--- src/sv/ps2fr_pkg.sv ---
// Shared types and constants for the PS/2 frame receiver with scan-code FIFO.
package ps2fr_pkg;

    // Default number of ring slots (holds one less byte than this)
    localparam int RING_DEPTH_DEF = 16;

    // Reset value of the idle gap limit in ms
    localparam logic [15:0] GAP_RESET = 16'd250;

    // Bits in one device-to-host frame
    localparam logic [3:0] FRAME_BITS = 4'd11;

    // Position of the last data bit within the byte
    localparam logic [2:0] LAST_DATA_POS = 3'd7;

    // Beat kinds carried in the slave tuser bit
    typedef enum logic
    {
        ACT_EDGE = 1'b0,
        ACT_POP  = 1'b1
    } action_t;

    // Frame assembler report for the beat being committed
    typedef struct packed
    {
        logic       done;
        logic [7:0] code;
    } frame_stat_t;

    // Ring occupancy seen by the beat being committed
    typedef struct packed
    {
        logic full;
        logic empty;
    } ring_stat_t;

endpackage

--- src/sv/ps2fr_frame.sv ---
// Gap check and bit assembly of PS/2 frames, with the gap limit register.
module ps2fr_frame
    import ps2fr_pkg::*;
(
    input  logic        clk,
    input  logic        rst_n,
    input  logic        cfg_we,
    input  logic [15:0] cfg_wdata,
    input  logic        edge_go,
    input  logic        data_bit,
    input  logic [31:0] now_ms,
    output frame_stat_t frame_stat
);

    logic [15:0] gap_limit_reg;
    logic [3:0]  bit_index_reg;
    logic [3:0]  bit_index_next;
    logic [7:0]  byte_reg;
    logic [7:0]  byte_next;
    logic [31:0] last_ms_reg;

    logic [31:0] elapsed;
    logic        gap_hit;
    logic [3:0]  bit_pos;
    logic [3:0]  bit_inc;
    logic [7:0]  byte_work;
    logic [2:0]  data_pos;

    // Clear a partial frame after a long idle gap, then place the data bit
    always_comb
    begin
        elapsed   = now_ms - last_ms_reg;
        gap_hit   = elapsed > {16'd0, gap_limit_reg};
        bit_pos   = gap_hit ? 4'd0 : bit_index_reg;
        byte_work = gap_hit ? 8'd0 : byte_reg;
        data_pos  = 3'(bit_pos - 4'd1);
        if (bit_pos >= 4'd1 && bit_pos <= {1'b0, LAST_DATA_POS} + 4'd1)
        begin
            byte_work[data_pos] = data_bit;
        end
        bit_inc         = bit_pos + 4'd1;
        frame_stat.done = bit_inc == FRAME_BITS;
        frame_stat.code = byte_work;
        bit_index_next  = frame_stat.done ? 4'd0 : bit_inc;
        byte_next       = frame_stat.done ? 8'd0 : byte_work;
    end

    // Hold receiver state; advance on each committed edge beat
    always_ff @(posedge clk or negedge rst_n)
    begin
        if (!rst_n)
        begin
            gap_limit_reg <= GAP_RESET;
            bit_index_reg <= 4'd0;
            byte_reg      <= 8'd0;
            last_ms_reg   <= 32'd0;
        end
        else
        begin
            if (cfg_we)
            begin
                gap_limit_reg <= cfg_wdata;
            end
            if (edge_go)
            begin
                bit_index_reg <= bit_index_next;
                byte_reg      <= byte_next;
                last_ms_reg   <= now_ms;
            end
        end
    end

endmodule

--- src/sv/ps2fr_ring.sv ---
// Ring buffer of scan codes with registered read data.
module ps2fr_ring
    import ps2fr_pkg::*;
#(
    parameter int RING_DEPTH = RING_DEPTH_DEF
)
(
    input  logic       clk,
    input  logic       rst_n,
    input  logic       go,
    input  logic       push,
    input  logic       pop,
    input  logic [7:0] wr_data,
    output ring_stat_t ring_stat,
    output logic [7:0] rd_data_reg
);

    localparam int PTR_W = $clog2(RING_DEPTH);
    localparam logic [PTR_W-1:0] LAST_SLOT = PTR_W'(RING_DEPTH - 1);

    logic [7:0]       mem [RING_DEPTH];
    logic [PTR_W-1:0] wr_idx_reg;
    logic [PTR_W-1:0] rd_idx_reg;
    logic [PTR_W-1:0] wr_step;
    logic [PTR_W-1:0] rd_step;
    logic             push_ok;
    logic             pop_ok;

    // Step both pointers with wrap at the last slot
    always_comb
    begin
        wr_step         = (wr_idx_reg == LAST_SLOT) ? '0 : wr_idx_reg + 1'b1;
        rd_step         = (rd_idx_reg == LAST_SLOT) ? '0 : rd_idx_reg + 1'b1;
        ring_stat.empty = rd_idx_reg == wr_idx_reg;
        ring_stat.full  = wr_step == rd_idx_reg;
        push_ok         = go && push && !ring_stat.full;
        pop_ok          = go && pop && !ring_stat.empty;
    end

    // Advance pointers on a stored push or a served pop
    always_ff @(posedge clk or negedge rst_n)
    begin
        if (!rst_n)
        begin
            wr_idx_reg <= '0;
            rd_idx_reg <= '0;
        end
        else
        begin
            if (push_ok)
            begin
                wr_idx_reg <= wr_step;
            end
            if (pop_ok)
            begin
                rd_idx_reg <= rd_step;
            end
        end
    end

    // Write the slot after the last written; read the slot after the last read
    always_ff @(posedge clk)
    begin
        if (push_ok)
        begin
            mem[wr_step] <= wr_data;
        end
        if (go)
        begin
            rd_data_reg <= pop_ok ? mem[rd_step] : 8'd0;
        end
    end

endmodule

--- src/sv/ps2fr_ps2_frame_receiver_fifo.sv ---
// Result register: master valid and status flags for each committed beat.
module ps2fr_out_reg
    import ps2fr_pkg::*;
(
    input  logic clk,
    input  logic rst_n,
    input  logic go,
    input  logic m_tready,
    input  logic is_pop,
    input  logic frame_done,
    input  ring_stat_t ring_stat,
    output logic m_tvalid_reg,
    output logic empty_reg,
    output logic stored_reg,
    output logic dropped_reg
);

    // Load result flags on a committed beat; drop valid once taken
    always_ff @(posedge clk or negedge rst_n)
    begin
        if (!rst_n)
        begin
            m_tvalid_reg <= 1'b0;
        end
        else if (go)
        begin
            m_tvalid_reg <= 1'b1;
        end
        else if (m_tready)
        begin
            m_tvalid_reg <= 1'b0;
        end
    end

    always_ff @(posedge clk)
    begin
        if (go)
        begin
            empty_reg   <= is_pop && ring_stat.empty;
            stored_reg  <= !is_pop && frame_done && !ring_stat.full;
            dropped_reg <= !is_pop && frame_done && ring_stat.full;
        end
    end

endmodule

--- src/sv/ps2_frame_receiver_fifo.sv ---
// Top level: PS/2 frame receiver feeding a scan-code ring FIFO.
// A beat accepted into the input register is committed once the result register
// is free or being drained; its result then shows on the master side from there.
// Throughput: one beat per cycle while the master side does not stall; each beat
// passes input register, one pass of gap/assembly or ring logic, and the result register (ring read is registered).
// Reset (rst_n low, async): gap limit 250 ms, frame state, timestamp and ring
// pointers cleared, both registers empty; ring contents are not cleared.
module ps2_frame_receiver_fifo
    import ps2fr_pkg::*;
#(
    parameter int RING_DEPTH = RING_DEPTH_DEF
)
(
    input  logic        clk,
    input  logic        rst_n,
    input  logic        cfg_we,
    input  logic [15:0] cfg_wdata,
    input  logic        s_tvalid,
    output logic        s_tready,
    input  logic [39:0] s_tdata,   // [0] data_bit, [32:1] now_ms, [39:33] zero
    input  logic        s_tuser,   // [0] action
    output logic        m_tvalid,
    input  logic        m_tready,
    output logic [15:0] m_tdata    // [7:0] scan_code, [8] fifo_empty,
                                   // [9] frame_stored, [10] frame_dropped, zero
);

    logic        in_valid_reg;
    action_t     in_action_reg;
    logic        in_bit_reg;
    logic [31:0] in_now_reg;
    logic        go;
    logic        is_pop;
    logic        s_hs;

    frame_stat_t frame_stat;
    ring_stat_t  ring_stat;
    logic [7:0]  code_reg;
    logic        m_tvalid_reg;
    logic        empty_reg;
    logic        stored_reg;
    logic        dropped_reg;

    // Commit the held beat when the result register is free or being drained
    assign go       = in_valid_reg && (!m_tvalid_reg || m_tready);
    assign s_tready = !in_valid_reg || go;
    assign s_hs     = s_tvalid && s_tready;
    assign is_pop   = in_action_reg == ACT_POP;

    // Input register
    always_ff @(posedge clk or negedge rst_n)
    begin
        if (!rst_n)
        begin
            in_valid_reg <= 1'b0;
        end
        else if (s_hs)
        begin
            in_valid_reg <= 1'b1;
        end
        else if (go)
        begin
            in_valid_reg <= 1'b0;
        end
    end

    always_ff @(posedge clk)
    begin
        if (s_hs)
        begin
            in_action_reg <= action_t'(s_tuser);
            in_bit_reg    <= s_tdata[0];
            in_now_reg    <= s_tdata[32:1];
        end
    end

    ps2fr_frame u_frame
    (
        .clk        (clk),
        .rst_n      (rst_n),
        .cfg_we     (cfg_we),
        .cfg_wdata  (cfg_wdata),
        .edge_go    (go && !is_pop),
        .data_bit   (in_bit_reg),
        .now_ms     (in_now_reg),
        .frame_stat (frame_stat)
    );

    ps2fr_ring #(
        .RING_DEPTH (RING_DEPTH)
    ) u_ring
    (
        .clk         (clk),
        .rst_n       (rst_n),
        .go          (go),
        .push        (!is_pop && frame_stat.done),
        .pop         (is_pop),
        .wr_data     (frame_stat.code),
        .ring_stat   (ring_stat),
        .rd_data_reg (code_reg)
    );

    ps2fr_out_reg u_out
    (
        .clk          (clk),
        .rst_n        (rst_n),
        .go           (go),
        .m_tready     (m_tready),
        .is_pop       (is_pop),
        .frame_done   (frame_stat.done),
        .ring_stat    (ring_stat),
        .m_tvalid_reg (m_tvalid_reg),
        .empty_reg    (empty_reg),
        .stored_reg   (stored_reg),
        .dropped_reg  (dropped_reg)
    );

    assign m_tvalid = m_tvalid_reg;
    assign m_tdata  = {5'd0, dropped_reg, stored_reg, empty_reg, code_reg};

    // At most one status flag per result beat
    a_flags_onehot: assert property (@(posedge clk) disable iff (!rst_n)
        m_tvalid |-> $onehot0(m_tdata[10:8]))
        else $error("more than one status flag set");

    // An empty pop or a stored or dropped frame result carries a zero code
    a_code_zero: assert property (@(posedge clk) disable iff (!rst_n)
        m_tvalid && (m_tdata[8] || m_tdata[9] || m_tdata[10]) |-> m_tdata[7:0] == 8'd0)
        else $error("nonzero code on flag result");

    // Backpressure only while both registers hold beats
    a_stall_cause: assert property (@(posedge clk) disable iff (!rst_n)
        !s_tready |-> in_valid_reg && m_tvalid_reg && !m_tready)
        else $error("input stalled without a full pipeline");

    // A stored frame leaves the ring nonempty
    a_store_fills: assert property (@(posedge clk) disable iff (!rst_n)
        go && !is_pop && frame_stat.done && !ring_stat.full |=> !ring_stat.empty)
        else $error("ring empty after a stored frame");

endmodule

--- config.mk ---
export PLATFORM = sky130hd
export DESIGN_NAME = ps2_frame_receiver_fifo
export DESIGN_NICKNAME = d
export VERILOG_FILES = /design/src/sv/ps2fr_pkg.sv /design/src/sv/ps2fr_frame.sv /design/src/sv/ps2fr_ring.sv /design/src/sv/ps2fr_ps2_frame_receiver_fifo.sv /design/src/sv/ps2_frame_receiver_fifo.sv
export SDC_FILE = /design/constraint.sdc
export NUM_CORES = 1
export LEC_CHECK = 0
export BUFFER_PORTS_ARGS = -buffer_cell sky130_fd_sc_hd__buf_4
export CORE_ASPECT_RATIO = 1.2
export CORE_UTILIZATION = 52
export DETAILED_ROUTE_END_ITERATION = 10
export PLACE_DENSITY = 0.85
export SYNTH_ARGS = -nofsm -noshare
export SYNTH_HDL_FRONTEND = slang
export SYNTH_SLANG_ARGS = --single-unit
--- constraint.sdc ---
create_clock -name clk -period 5.65 [get_ports clk]
set_input_delay 1.13 -clock clk [delete_from_list [all_inputs] [get_ports clk]]
set_output_delay 1.13 -clock clk [all_outputs]
set_load 0.05 [all_outputs]
After elaboration in Yosys (flattened, before gate mapping) --
Memories as Yosys holds them, arrays and structs flattened. A register that Yosys moved wholly into a read port is not among the register bits. Index checks and enable logic that the tools add are counted.
Storage, ports and cells: register bits after elaboration 107, bits in writable memories 128, input bits 62, output and inout port bits 18, word-level logic and storage cells 69, memories kept 1
Memories:
- u_ring.mem | depth 16, bits a word 8, rd ports 1, clocked after Yosys merged registers in 1, wr ports 1, RTL line ps2fr_ring.sv:21 | logic [7:0] mem [RING_DEPTH];
Cells by class: add/subtract/negate cells 5, order comparisons 5, eq/ne operators 5, muxes and demuxes 16, reductions and logical operators 23
Operators with widths (number):
- $gt 32x16->1 | 1
- $sub 32x32->32 | 1
- $mux 8 | 3
- $mux 4 | 4
- $logic_and 1x1->1 | 13
- $add 4x1->4 const B | 3
- $eq 4x4->1 const B | 3
- $bwmux 8 | 1
- $eq 4x4->1 | 2
- $mux 1 | 7
- $logic_not 1->1 | 6
- $ge 4x1->1 const B | 1
- $le 4x4->1 const B | 1
- $lt 3x4->1 const B | 1
- $reduce_bool 2->1 | 2
- $demux 1 s3 | 1
- $ge 3x1->1 const B | 1
- $sub 3x1->3 const B | 1
- $logic_or 1x1->1 | 2

Logic depth before layout (Yosys ltp) --
Gate-level depths: netlist (run 1).
depth in word-level cells 11, mapped depth 26, gate-level depth less buffers 26

By module --
From an unflattened synthesis (run 1), not the netlist that was laid out.
Unflattened totals: cell total of the unflattened synthesis 1075, area, all modules 12709.7 um^2
By module, submodules not included:
- ps2fr_ring | instances 1, cells an instance 334, area each 6094.6 um^2, sequential area each 4284.1 um^2
- ps2fr_frame | instances 1, cells an instance 680, area each 5288.8 um^2, sequential area each 1508.9 um^2
- ps2_frame_receiver_fifo | instances 1, cells an instance 52, area each 1171.1 um^2, sequential area each 1046.0 um^2
- ps2fr_out_reg | instances 1, cells an instance 9, area each 155.1 um^2, sequential area each 115.1 um^2

Worst setup path before layout (run 1) --
OpenSTA, ideal clock, no wires.
path type register to register, from reg u_frame.last_ms_reg[0], to mem u_ring.mem[0][3] (data pin), library setup time 294 ps, arrival time 5467 ps, required time 5356 ps, slack -111 ps, stages on the path, launching flop included 23, path buffers 1, period minus slack after synthesis 5761 ps, cells stage by stage dfrtp_1 ha_1 fa_1 nand2b_1 a21oi_1 o211ai_1 o21ai_0 xor2_1 ha_1 nand4_1 a2111oi_0 o31ai_1 nand4_1 nor4_2 nand4_2 or3_2 ha_1 clkbuf_1 inv_1 nor2_1 a21oi_1 a31oi_1 o211ai_1
RTL lines:
- start: declaration | RTL line ps2fr_frame.sv:20 | logic [31:0] last_ms_reg;
- start signal: assignment | RTL line ps2fr_frame.sv:68 | last_ms_reg <= now_ms;
- end: declaration | RTL line ps2fr_ring.sv:21

==> results of run 1 <==
layout by cell type (no fill, tap or decap), types with 10 or more instances in the layout:
cell type,synthesis,final
sky130_fd_sc_hd__buf_4,9,190
sky130_fd_sc_hd__edfxtp_1,173,173
sky130_fd_sc_hd__nand2_1,145,144
sky130_fd_sc_hd__o21ai_0,83,80
sky130_fd_sc_hd__inv_1,73,70
sky130_fd_sc_hd__dfrtp_1,64,64
sky130_fd_sc_hd__a21oi_1,57,53
sky130_fd_sc_hd__ha_1,57,53
sky130_fd_sc_hd__nor2_1,45,38
sky130_fd_sc_hd__mux4_2,32,32
sky130_fd_sc_hd__clkbuf_16,0,25
sky130_fd_sc_hd__nand3_1,25,24
sky130_fd_sc_hd__xnor2_1,22,22
sky130_fd_sc_hd__nand4_1,19,19
sky130_fd_sc_hd__and2_4,0,16
sky130_fd_sc_hd__nor3_1,12,12
sky130_fd_sc_hd__and3_1,13,12
sky130_fd_sc_hd__o211ai_1,11,11
sky130_fd_sc_hd__o21a_1,10,10
sky130_fd_sc_hd__xor2_1,11,10
sky130_fd_sc_hd__nand3b_1,10,10
per-stage QoR:
step	worst slack, ns	power (mW)	hold slack (ns)
floorplan	0.0108	3.33	0.443
global placement	-0.407	3.93	0.457
detailed placement	-0.722	3.98	0.469
CTS	0.0154	5.59	0.483
global route	-0.422	5.86	0.527
finish	-0.146	5.61	0.486
power groups by stage:
| stage | Combinational [mW] | Sequential, mW | Clock, mW |
|---|---|---|---|
| after floorplan | 1.23 | 2.10 | 0 |
| final | 1.96 | 2.08 | 1.57 |
| after global placement | 1.82 | 2.10 | 0 |
| after CTS | 1.92 | 2.07 | 1.59 |
| after detailed placement | 1.87 | 2.11 | 0 |
| after global routing | 2.12 | 2.09 | 1.65 |
metal layers:
layer / wire (um) / GRT usage / vias to the layer above / share of wire
met5: 0 / 0 / - / 0
met4: 1430 / 0.102 / 0 / 0.045
met3: 1380 / 0.0307 / 107 / 0.044
met2: 17000 / 0.458 / 332 / 0.54
met1: 11700 / 0.289 / 4600 / 0.37
li1: - / - / 4415 / -
worst max-delay path, delay by kind of cell (launching register included):
family / cells / cell delay (ns)
and+or+nand+nor: 9 / 1.74
xor gates and xnor gates: 1 / 0.11
AOI/OAI and AO/OA: 11 / 1.78
DFF: 1 / 0.43
adders and majority gates: 3 / 0.75
buffers and inverters: 5 / 0.71
Yosys cell counts (5+ instances only):
library cell and number:
sky130_fd_sc_hd__xor2_1 11, sky130_fd_sc_hd__dfstp_2 6, sky130_fd_sc_hd__and4_1 6, sky130_fd_sc_hd__o2111ai_1 5, sky130_fd_sc_hd__a21boi_0 5, sky130_fd_sc_hd__and2_1 20
sky130_fd_sc_hd__nand3b_1 10, sky130_fd_sc_hd__o41ai_1 5, sky130_fd_sc_hd__a211oi_1 6, sky130_fd_sc_hd__o211ai_1 11, sky130_fd_sc_hd__nor3_1 12, sky130_fd_sc_hd__nor2_1 45
sky130_fd_sc_hd__clkbuf_1 37, sky130_fd_sc_hd__o21ai_0 83, sky130_fd_sc_hd__nand2_1 145, sky130_fd_sc_hd__xnor2_1 22, sky130_fd_sc_hd__a21oi_1 57, sky130_fd_sc_hd__mux2_2 7
sky130_fd_sc_hd__o21a_1 10, sky130_fd_sc_hd__dfrtp_1 64, sky130_fd_sc_hd__edfxtp_1 173, sky130_fd_sc_hd__a21o_1 8, sky130_fd_sc_hd__nand4_1 19, sky130_fd_sc_hd__ha_1 57
sky130_fd_sc_hd__mux2i_1 9, sky130_fd_sc_hd__nand2b_1 10, sky130_fd_sc_hd__buf_4 9, sky130_fd_sc_hd__nand3_1 25, sky130_fd_sc_hd__a31oi_1 5, sky130_fd_sc_hd__mux4_2 32
sky130_fd_sc_hd__and3_1 13, sky130_fd_sc_hd__nor4_1 8, sky130_fd_sc_hd__inv_1 73
what timing repair did:
item / in CTS / in global routing
endpoints found under the hold margin: 0 / 0
gates resized for setup: 29 / 56
setup buffers: 11 / 10
pin swaps: 14 / 31
endpoints found under the setup margin: 264 / 264
gates cloned: 2 / 2
layout make-up:
type / instances / area share
tap: 320 / 0.0258
clock inverter: 18 / 0.0109
sequential: 243 / 0.447
clock buffer: 26 / 0.0391
inverter: 73 / 0.0178
multi-input combinational: 731 / 0.358
timing repair buffer: 200 / 0.101
worst max path at each step:
stage                                 startpoint                end  slack [ns]
final                              in_now_reg[3]   u_ring.mem[3][3]       -0.15
after global routing               in_now_reg[3]  u_ring.mem[14][3]       -0.42
after CTS                          in_now_reg[3]  u_ring.mem[14][1]        0.02
after detailed placement           in_now_reg[0]   u_ring.mem[1][0]       -0.72
after global placement             in_now_reg[0]   u_ring.mem[0][0]       -0.41
after floorplan           u_frame.last_ms_reg[0]   u_ring.mem[0][3]        0.01
cell families (layout without fill, tap and decap cells):
kind of cell    Yosys count  after routing  synth area share
flops                   243            243             0.549
mux                      48             48            0.0703
compound gates          237            237             0.119
simple gates            349            350             0.139
xor+xnor                 33             33            0.0228
other cells               1              5          0.000296
fa+ha+maj                58             58            0.0579
buf+inv                 125            317            0.0405
==> metrics.cfg, run 1 <==
[status]
result_of_the_run = finished, violations left
failed_checks = setup timing

[synthesis]
synth.area.top_cells = sky130_fd_sc_hd__edfxtp_1 41%, sky130_fd_sc_hd__dfrtp_1 13%, sky130_fd_sc_hd__mux4_2 5.7%, sky130_fd_sc_hd__ha_1 5.6%, sky130_fd_sc_hd__nand2_1 4.3%
synth.avg_cell_area_um2 = 11.6
synth_seq_cells = 243
sequential_fraction_of_the_synthesis_area = 0.549
ys.warnings.count = 0
yosysUniqueCellTypes = 83
synth_top_cell_area_share = 0.410
synth_enable_flop_cells = 173
postSynth.topFlopCell = sky130_fd_sc_hd__edfxtp_1
syn_area_um2 = 12700
synth_top_area_cell = sky130_fd_sc_hd__edfxtp_1
asyncSetResetFlopFracSynth = 0.288
synthesis.instances = 1094

[hold_path]
worstHoldPathCells = 2
worst_hold_path_type = flop to flop
timing.hold.worst_endpoint = u_frame.last_ms_reg[15]
worstHoldStart = in_now_reg[15]

[clock_network]
root_buffer = sky130_fd_sc_hd__clkbuf_16
clock_latency_ns = 0.53
htree_levels = 1
clk_pin_slew_worst_paths_ns = 0.06
tritoncts = yes
tritoncts.num_buffers = 24
clockBufferDepth = 3
tritoncts_num_sinks = 243
cts_hold_buf = 0

[cells_and_area]
total_area_of_multi_input_combinational_cells_um2 = 5560
final_core_utilization = 0.651
fraction_of_final_layout_cells_with_drive_strength_greater_than_1 = 0.280
fin_cells = 1611
regArea_um2 = 6950
final_cell_area_um2 = 15500
flow.area_growth_from_synthesis_pct = 22.8
final_nets = 1393
largest_reg_flops = 128
num_antenna_cells = 0
final.fill_count = 1776

[pwr]
portion_of_total_power_attributed_to_combinational_logic = 0.349
switching_share = 0.340
power.density_cell_area_nw_per_um2 = 361
share_clk_of_total_power = 0.280
power_leakage_nw = 6.46
seqPwrFrac = 0.370
worst_ir_drop_vdd_uv = 310
total_switching_power_mw = 1.91
p_int_mw = 3.70

[placed_design]
dp_hpwl_um = 20800
place.gp.congestion = 0.936
numPlacedInstances = 1560
port_buffers = 67
place_area_um2 = 14500

[worst_setup_path]
critical-path-slowest-cell = sky130_fd_sc_hd__or3_4
reg2regPathDepth = 29
reg2reg_to = u_ring.mem[3][3]
worst_ep_required_time_ns = 5.93
worst_ep_arrival_time_ns = 6.08
worst_setup_path_start_kind = flop
regToRegSetupSlack_ns = -0.15
critical_path.endpoint_type = flop
timing_worst_setup_path_type = flop to flop
max_stage_delay_ns = 0.45
r2r_start = in_now_reg[3]
timing.critical_path.fanout_max = 8

[sta]
finalSetupViolations = 81
setup_ws_ns = -0.146
worst_pin_slew_ns = 1.33
finalSetupTns_ns = -6.95
fmax_mhz = 173
final_max_slew_viol_count = 0
layout_min_cycle_time_ns = 5.80
max_slew_margin = 0.111
setup_repair_after_global_routing_missed_its_margin = yes
finClkSkew_ns = 0.0171
timing.final.crit_share = 1.03
number_of_endpoints_with_negative_hold_slack_in_the_final_report = 0

[route]
vias_per_inst = 5.87
drc_violation_count_after_routing = 0
postRouteAntennaNets = 0
drt-initial-drc-count = 614
routed_wl_um = 31500
vias = 9454
routed_wire_length_per_instance_um = 19.6
drt-pass1-iter-count = 5

[floorplanning]
io-pin-count = 80
rows = 62
core_region_area_um2 = 23900
die-area_um2 = 25000
floorplan.die.height_um = 173
die_w_um = 144
start_util = 0.530

[global_routing]
grt_start_max_net_pins = 71
grt_pass1_wl_um = 48400
grt.total_usage = 0.249
antenna_violations_before_repair = 0
global_route.overflow_total = 0
grt_pass1_vias = 9440

[flow_run]
cap_viol_max_count = 0

Note: power is estimated with default switching activity, not from simulation.
==> run 2, diff against run 1 <==
- RECOVER_POWER: unset -> 100
==> run 2 against run 1 <==
The run ends with capacitance limit, slew limit, setup timing left. Global-route usage unchanged. Die area unchanged. Fmax hardly changed. Power shrank 0.35%. Final cell count unchanged. Clock power hardly changed. Combinational power hardly changed. Core utilization decreased by 0.45 points. First-iteration DRC count increased by 2.6%. Largest cell class unchanged. Clock-buffer cell count did not move. Non-clock buffer count is the same. Largest power group unchanged.
==> metrics.cfg, run 2 (synthesis results as in run 1) <==
[worst_setup_path]
worstPathBufferInverterCount = 5  ; unchanged
r2r_start = in_now_reg[3]  ; unchanged
reg2reg_to = u_ring.mem[3][3]  ; unchanged
max_stage_delay_ns = 0.45  ; about the same
reg2regPathDepth = 29  ; unchanged
timing_worst_setup_path_type = flop to flop  ; unchanged
worst_ep_arrival_time_ns = 6.08  ; about the same
regToRegSetupSlack_ns = -0.15  ; about the same
worst_ep_required_time_ns = 5.93  ; about the same
worst-path-stages = 29  ; unchanged
critical_path.endpoint_type = flop  ; unchanged
worst_setup_path_start_kind = flop  ; unchanged
critical-path-slowest-cell = sky130_fd_sc_hd__or3_4  ; unchanged
worstSetupEndpoint = u_ring.mem[3][3]  ; unchanged
setup.worst_path.start = in_now_reg[3]  ; unchanged
timing.critical_path.fanout_max = 8  ; unchanged
cp_top_family = compound AO/OA/AOI/OAI gates  ; unchanged

[pwr]
p_int_mw = 3.69  ; was 3.70 mW
switching_share = 0.340  ; about the same
worst_ir_drop_vdd_uv = 309  ; was 310 uV
power_leakage_nw = 6.36  ; was 6.46 nW
portion_of_total_power_attributed_to_combinational_logic = 0.348  ; was 0.349
total_switching_power_mw = 1.90  ; was 1.91 mW
share_clk_of_total_power = 0.281  ; was 0.280
power.density_cell_area_nw_per_um2 = 362  ; was 361 nW/um2
seqPwrFrac = 0.371  ; was 0.370
p_total_mw = 5.59  ; was 5.61 mW

[sta]
finClkSkew_ns = 0.0175  ; was 0.0171 ns
layout_min_cycle_time_ns = 5.80  ; about the same
fmax_mhz = 172  ; was 173 MHz
worst_pin_slew_ns = 3.96  ; was 1.33 ns
number_of_endpoints_with_negative_hold_slack_in_the_final_report = 0  ; unchanged
setup_repair_after_global_routing_missed_its_margin = yes  ; unchanged
timing.final.crit_share = 1.03  ; about the same
finalSetupTns_ns = -7.65  ; was -6.95 ns
hold_ws_ns = 0.485  ; was 0.486 ns
finalSetupViolations = 81  ; unchanged
final_max_slew_viol_count = 170  ; was 0
max_slew_margin = -1.64  ; was 0.111
setup_ws_ns = -0.151  ; was -0.146 ns

[hold_path]
worstHoldPathCells = 2  ; unchanged
worst_hold_path_type = flop to flop  ; unchanged
worstHoldStart = in_now_reg[15]  ; unchanged

[floorplanning]
start_util = 0.530  ; unchanged
core_region_area_um2 = 23900  ; unchanged
floorplan.die.height_um = 173  ; unchanged
die_w_um = 144  ; unchanged
die-area_um2 = 25000  ; unchanged
io-pin-count = 80  ; unchanged
rows = 62  ; unchanged

[clock_network]
clk_pin_slew_worst_paths_ns = 0.07  ; was 0.06 ns
clock_latency_ns = 0.53  ; about the same
tritoncts.num_buffers = 24  ; unchanged
root_buffer = sky130_fd_sc_hd__clkbuf_16  ; unchanged
cts_hold_buf = 0  ; unchanged
htree_levels = 1  ; unchanged
clockBufferDepth = 3  ; unchanged
tritoncts_num_sinks = 243  ; unchanged
tritoncts = yes  ; unchanged

[global_routing]
grt-busiest-layer = met2  ; unchanged
grt.total_usage = 0.249  ; unchanged
grt.met1_usage = 0.289  ; unchanged
global_route.usage.met2 = 0.458  ; unchanged
grt_pass1_vias = 9440  ; unchanged
grt_pass1_wl_um = 48400  ; unchanged
global_route.overflow_total = 0  ; unchanged
gr-usage-met3 = 0.0307  ; unchanged
antenna_violations_before_repair = 0  ; unchanged
grt_start_max_net_pins = 71  ; unchanged

[route]
routed_wl_um = 31600  ; was 31500 um
drc_violation_count_after_routing = 0  ; unchanged
vias_per_inst = 5.89  ; was 5.87
postRouteAntennaNets = 0  ; unchanged
drt-initial-drc-count = 630  ; was 614
drt-pass1-iter-count = 7  ; was 5
routed_wire_length_per_instance_um = 19.6  ; about the same
vias = 9495  ; was 9454

[cells_and_area]
final.fill_count = 1805  ; was 1776
most-common-layout-cells = 173 x sky130_fd_sc_hd__edfxtp_1, 144 x sky130_fd_sc_hd__nand2_1, 136 x sky130_fd_sc_hd__buf_4, 81 x sky130_fd_sc_hd__o21ai_0, 70 x sky130_fd_sc_hd__inv_1  ; was 190 x sky130_fd_sc_hd__buf_4, 173 x sky130_fd_sc_hd__edfxtp_1, 144 x sky130_fd_sc_hd__nand2_1, 80 x sky130_fd_sc_hd__o21ai_0, 70 x sky130_fd_sc_hd__inv_1
largest_reg_flops = 128  ; unchanged
num_antenna_cells = 0  ; unchanged
final_cell_area_um2 = 15400  ; was 15500 um2
fin_cells = 1611  ; unchanged
flow.area_growth_from_synthesis_pct = 22.0  ; was 22.8%
final_core_utilization = 0.646  ; was 0.651
final_nets = 1393  ; unchanged
fraction_of_final_layout_cells_with_drive_strength_greater_than_1 = 0.262  ; was 0.280
layout.cells.most_common = sky130_fd_sc_hd__edfxtp_1  ; was sky130_fd_sc_hd__buf_4

[placed_design]
dp_hpwl_um = 20800  ; unchanged
numPlacedInstances = 1560  ; unchanged
place.gp.congestion = 0.936  ; unchanged
pre_cts_slack_ns = -0.722  ; unchanged
port_buffers = 67  ; unchanged
place_area_um2 = 14500  ; unchanged

[status]
failed_checks = capacitance limit, slew limit, setup timing  ; was setup timing
result_of_the_run = finished, violations left  ; unchanged

[flow_run]
cap_viol_max_count = 6  ; was 0

==> run 2: cell types whose count changed in the layout (fill, tap and decap cells not counted), moves of 2 or more <==
cell,before,now
sky130_fd_sc_hd__clkbuf_1,2,24
sky130_fd_sc_hd__and2_1,4,2
sky130_fd_sc_hd__and2_0,1,3
sky130_fd_sc_hd__buf_4,190,136
sky130_fd_sc_hd__clkbuf_4,0,31
==> run 2: area by class of cell <==
| class | count | area (um2) | share of cell area |
|---|---|---|---|
| multi-input cells | 731 | 5540 | 0.359 |
| flip-flops and latches | 243 | 6950 | 0.450 |
| well taps | 320 | 400 | 0.0259 |
| clock buffers | 26 | 608 | 0.0394 |
| clock inverters | 18 | 170 | 0.0110 |
| inverters | 73 | 277 | 0.0179 |
| repair buffers | 200 | 1490 | 0.0967 |
==> run 2: worst register-to-register path, delay by kind of cell (launching register included) <==
kind,cells,cell delay (ns)
buffers and inverters,5,0.71
AND/OR/NAND/NOR,9,1.74
AO/OA/AOI/OAI,11,1.78
XOR/XNOR,1,0.11
flip-flops,1,0.43
adder cells (fa/ha/maj),3,0.75
==> run 2: how the worst min path moves through the flow <==
stage                               to  slack, ns
2_1_floorplan      u_frame.byte_reg[2]       0.44
3_3_place_gp       u_frame.byte_reg[4]       0.46
3_5_place_dp       u_frame.byte_reg[2]       0.47
4_1_cts            u_frame.byte_reg[2]       0.48
5_1_grt        u_frame.last_ms_reg[10]       0.53
6_report       u_frame.last_ms_reg[15]       0.49
==> run 2: layer usage <==
| metal | wire length, um | up-vias |
|---|---|---|
| met5 | 0 | - |
| met4 | 1460 | 0 |
| met3 | 1510 | 116 |
| met2 | 16900 | 334 |
| met1 | 11700 | 4631 |
| li1 | - | 4414 |
==> run 2: power by group through the flow <==
stage	Clock (mW)	Combinational [mW]	Sequential (mW)
after global routing	1.65	2.10	2.08
final	1.57	1.94	2.07
after CTS	1.59	1.92	2.07
after global placement	0	1.82	2.10
after detailed placement	0	1.87	2.11
after floorplan	0	1.23	2.10
==> run 2: repair_timing <==
item                                   4_1_cts  5_1_grt
setup endpoints to repair                  264      264
pin swaps                                   14       31
setup buffers                               11       10
gates resized for setup                     29       56
endpoints found under the hold margin        0        0
gates cloned                                 2        2
==> run 3, diff against run 2 <==
--- a/config.mk
+++ b/config.mk
@@ -8,6 +8,6 @@
 export BUFFER_PORTS_ARGS = -buffer_cell sky130_fd_sc_hd__buf_4
-export CORE_ASPECT_RATIO = 1.2
-export CORE_UTILIZATION = 52
+export CORE_ASPECT_RATIO = 0.9
+export CORE_UTILIZATION = 45
 export DETAILED_ROUTE_END_ITERATION = 10
-export PLACE_DENSITY = 0.85
+export PLACE_DENSITY = 0.76
 export RECOVER_POWER = 100
==> constraint.sdc (replaced) <==
create_clock -name clk -period 5.65 [get_ports clk]
set_input_delay 0.2825 -clock clk [delete_from_list [all_inputs] [get_ports clk]]
set_output_delay 0.2825 -clock clk [all_outputs]
set_load 0.05 [all_outputs]
==> run 3 against run 2 <==
Largest cell class unchanged. Combinational power decreased by 6%. Critical path depth down 2. Clock-buffer cell count is 5 higher. Largest power group unchanged. Global-route usage fell by 3.6 points. Highest routed layer unchanged. Sequential power about the same. Core utilization is 6.1 points lower. Via count is 0.51% higher. The run still ends with capacitance limit, slew limit, setup timing left. Wire length fell by 3.1%. Sequential cell count did not move. First-iteration DRC count increased by 37%. Die area grew 15%.
==> metrics.cfg, run 3 (synthesis results as in run 1) <==
[sta]
worst_pin_slew_ns = 3.99  ; was 3.96 ns
finalSetupViolations = 176  ; was 81
setup_ws_ns = -0.0684  ; was -0.151 ns
finalSetupTns_ns = -6.28  ; was -7.65 ns
fmax_mhz = 175  ; was 172 MHz
hold_ws_ns = 0.0447  ; was 0.485 ns
layout_min_cycle_time_ns = 5.72  ; was 5.80 ns
timing.final.crit_share = 1.01  ; was 1.03
final_max_slew_viol_count = 215  ; was 170
number_of_endpoints_with_negative_hold_slack_in_the_final_report = 0  ; unchanged
max_slew_margin = -1.66  ; was -1.64
finClkSkew_ns = 0.0217  ; was 0.0175 ns
setup_repair_after_global_routing_missed_its_margin = yes  ; unchanged

[cells_and_area]
final_core_utilization = 0.585  ; was 0.646
final_nets = 1417  ; was 1393
largest_reg_flops = 128  ; unchanged
fraction_of_final_layout_cells_with_drive_strength_greater_than_1 = 0.233  ; was 0.262
flow.area_growth_from_synthesis_pct = 26.3  ; was 22.0%
layout.cells.most_common = sky130_fd_sc_hd__edfxtp_1  ; unchanged
most-common-layout-cells = 173 x sky130_fd_sc_hd__edfxtp_1, 143 x sky130_fd_sc_hd__nand2_1, 86 x sky130_fd_sc_hd__buf_4, 78 x sky130_fd_sc_hd__o21ai_0, 69 x sky130_fd_sc_hd__inv_1  ; was 173 x sky130_fd_sc_hd__edfxtp_1, 144 x sky130_fd_sc_hd__nand2_1, 136 x sky130_fd_sc_hd__buf_4, 81 x sky130_fd_sc_hd__o21ai_0, 70 x sky130_fd_sc_hd__inv_1
num_antenna_cells = 0  ; unchanged

[route]
vias_per_inst = 5.72  ; was 5.89
drt-pass1-iter-count = 5  ; was 7
drc_violation_count_after_routing = 0  ; unchanged
vias = 9543  ; was 9495
routed_wire_length_per_instance_um = 18.3  ; was 19.6 um
postRouteAntennaNets = 0  ; unchanged
drt-initial-drc-count = 862  ; was 630
routed_wl_um = 30600  ; was 31600 um

[pwr]
power.density_cell_area_nw_per_um2 = 350  ; was 362 nW/um2
switching_share = 0.332  ; was 0.340
seqPwrFrac = 0.372  ; was 0.371
share_clk_of_total_power = 0.301  ; was 0.281
power_leakage_nw = 6.51  ; was 6.36 nW
portion_of_total_power_attributed_to_combinational_logic = 0.327  ; was 0.348
total_switching_power_mw = 1.86  ; was 1.90 mW
p_int_mw = 3.73  ; was 3.69 mW
worst_ir_drop_vdd_uv = 265  ; was 309 uV

[global_routing]
grt_pass1_vias = 9212  ; was 9440
global_route.overflow_total = 0  ; unchanged
grt.met1_usage = 0.311  ; was 0.289
grt.total_usage = 0.213  ; was 0.249
grt_pass1_wl_um = 48100  ; was 48400 um
antenna_violations_before_repair = 0  ; unchanged
grt_start_max_net_pins = 72  ; was 71
global_route.usage.met2 = 0.331  ; was 0.458
grt-busiest-layer = met2  ; unchanged
gr-usage-met3 = 0.0353  ; was 0.0307

[flow_run]
cap_viol_max_count = 5  ; was 6

[clock_network]
clockBufferDepth = 3  ; unchanged
root_buffer = sky130_fd_sc_hd__clkbuf_16  ; unchanged
tritoncts_num_sinks = 243  ; unchanged
htree_levels = 1  ; unchanged
clk_pin_slew_worst_paths_ns = 0.06  ; was 0.07 ns
tritoncts = yes  ; unchanged
clock_latency_ns = 0.55  ; was 0.53 ns
tritoncts.num_buffers = 26  ; was 24

[worst_setup_path]
critical_path.endpoint_type = flop  ; unchanged
timing.critical_path.fanout_max = 8  ; unchanged
timing_worst_setup_path_type = flop to flop  ; unchanged
worst_ep_required_time_ns = 6.03  ; was 5.93 ns
worst_setup_path_start_kind = flop  ; unchanged
worst_ep_arrival_time_ns = 6.10  ; was 6.08 ns

[floorplanning]
start_util = 0.463  ; was 0.530
floorplan.die.height_um = 161  ; was 173 um
die_w_um = 179  ; was 144 um
die-area_um2 = 28800  ; was 25000 um2
io-pin-count = 80  ; unchanged
rows = 57  ; was 62
core_region_area_um2 = 27300  ; was 23900 um2

[placed_design]
dp_hpwl_um = 20100  ; was 20800 um
place.gp.congestion = 0.925  ; was 0.936
port_buffers = 67  ; unchanged

[status]
result_of_the_run = finished, violations left  ; unchanged
failed_checks = capacitance limit, slew limit, setup timing  ; unchanged

[hold_path]
worst_hold_path_type = input pin to flop  ; was flop to flop

run 3: timing repair:
action                                  4_1_cts  5_1_grt
cloned                                        1        2
hold endpoints to repair                    115        0
endpoints found under the setup margin      264      265
gates resized for setup                      13       66
buffers inserted                              4       10
pin swaps                                    18       24
hold buffers                                 52        0
run 3: layout make-up:
type	count	area, um2
fill	2162	11300
timing repair buffer	222	1990
clock inverter	15	169
multi-input combinational	731	5480
inverter	73	277
sequential	243	6950
clock buffer	31	669
tap	354	443
run 3: critical path: stages (launching register included):
cell and delay (ns):
sky130_fd_sc_hd__edfxtp_1 0.43, sky130_fd_sc_hd__ha_4 0.24, sky130_fd_sc_hd__buf_6 0.11, sky130_fd_sc_hd__o211ai_1 0.27, sky130_fd_sc_hd__a21oi_4 0.05, sky130_fd_sc_hd__o211ai_1 0.35
sky130_fd_sc_hd__nand2_1 0.16, sky130_fd_sc_hd__a31oi_2 0.25, sky130_fd_sc_hd__xnor2_1 0.16, sky130_fd_sc_hd__ha_1 0.29, sky130_fd_sc_hd__nand4_1 0.18, sky130_fd_sc_hd__a21oi_1 0.06
sky130_fd_sc_hd__o31ai_1 0.26, sky130_fd_sc_hd__buf_4 0.18, sky130_fd_sc_hd__nand4_1 0.11, sky130_fd_sc_hd__nor4_2 0.28, sky130_fd_sc_hd__nand4_2 0.17, sky130_fd_sc_hd__or3_4 0.46
sky130_fd_sc_hd__ha_4 0.18, sky130_fd_sc_hd__nand2_2 0.08, sky130_fd_sc_hd__a21oi_2 0.07, sky130_fd_sc_hd__a21oi_2 0.16, sky130_fd_sc_hd__a41oi_2 0.11, sky130_fd_sc_hd__a21boi_4 0.16
sky130_fd_sc_hd__buf_6 0.14, sky130_fd_sc_hd__buf_6 0.11, sky130_fd_sc_hd__a211oi_4 0.28, sky130_fd_sc_hd__or3_4 0.25
run 3: metal layers:
layer / part of all wire / wire length, um
met2: 0.46 / 14100
met3: 0.070 / 2130
met5: 0 / 0
met4: 0.022 / 679
met1: 0.45 / 13700
run 3: power groups by stage:
stage	sequential, mW	clock [mW]	combinational [mW]
after global placement	2.11	0	1.70
after global routing	2.09	1.78	2.02
after detailed placement	2.11	0	1.74
after floorplan	2.10	0	1.23
final	2.08	1.69	1.83
after CTS	2.08	1.71	1.79
run 3: through the flow:
step                cell area, um2  setup WS (ns)  total power [mW]  instances
floorplan                    12700         0.0108              3.33       1098
global placement             14300         -0.149              3.81       1556
detailed placement           14300         -0.283              3.85       1556
CTS                          15800         0.0184              5.58       1659
global route                 16000         -0.365              5.88       1669
finish                       16000        -0.0684              5.59       1669
run 3: path summary, 6_finish.rpt:
path	startpoint	endpoint	slack (ns)	depth (start not counted)
max	in_now_reg[3]	u_ring.mem[14][5]	-0.07	27
min	m_tready	u_out.m_tvalid_reg	0.04	3
max reg2reg	in_now_reg[3]	u_ring.mem[14][5]	-0.07	27
min reg2reg	in_now_reg[11]	u_frame.last_ms_reg[11]	0.48	2
max in group asynchronous	rst_n	in_valid_reg	1.73	2
min in group asynchronous	rst_n	u_frame.last_ms_reg[20]	1.69	2
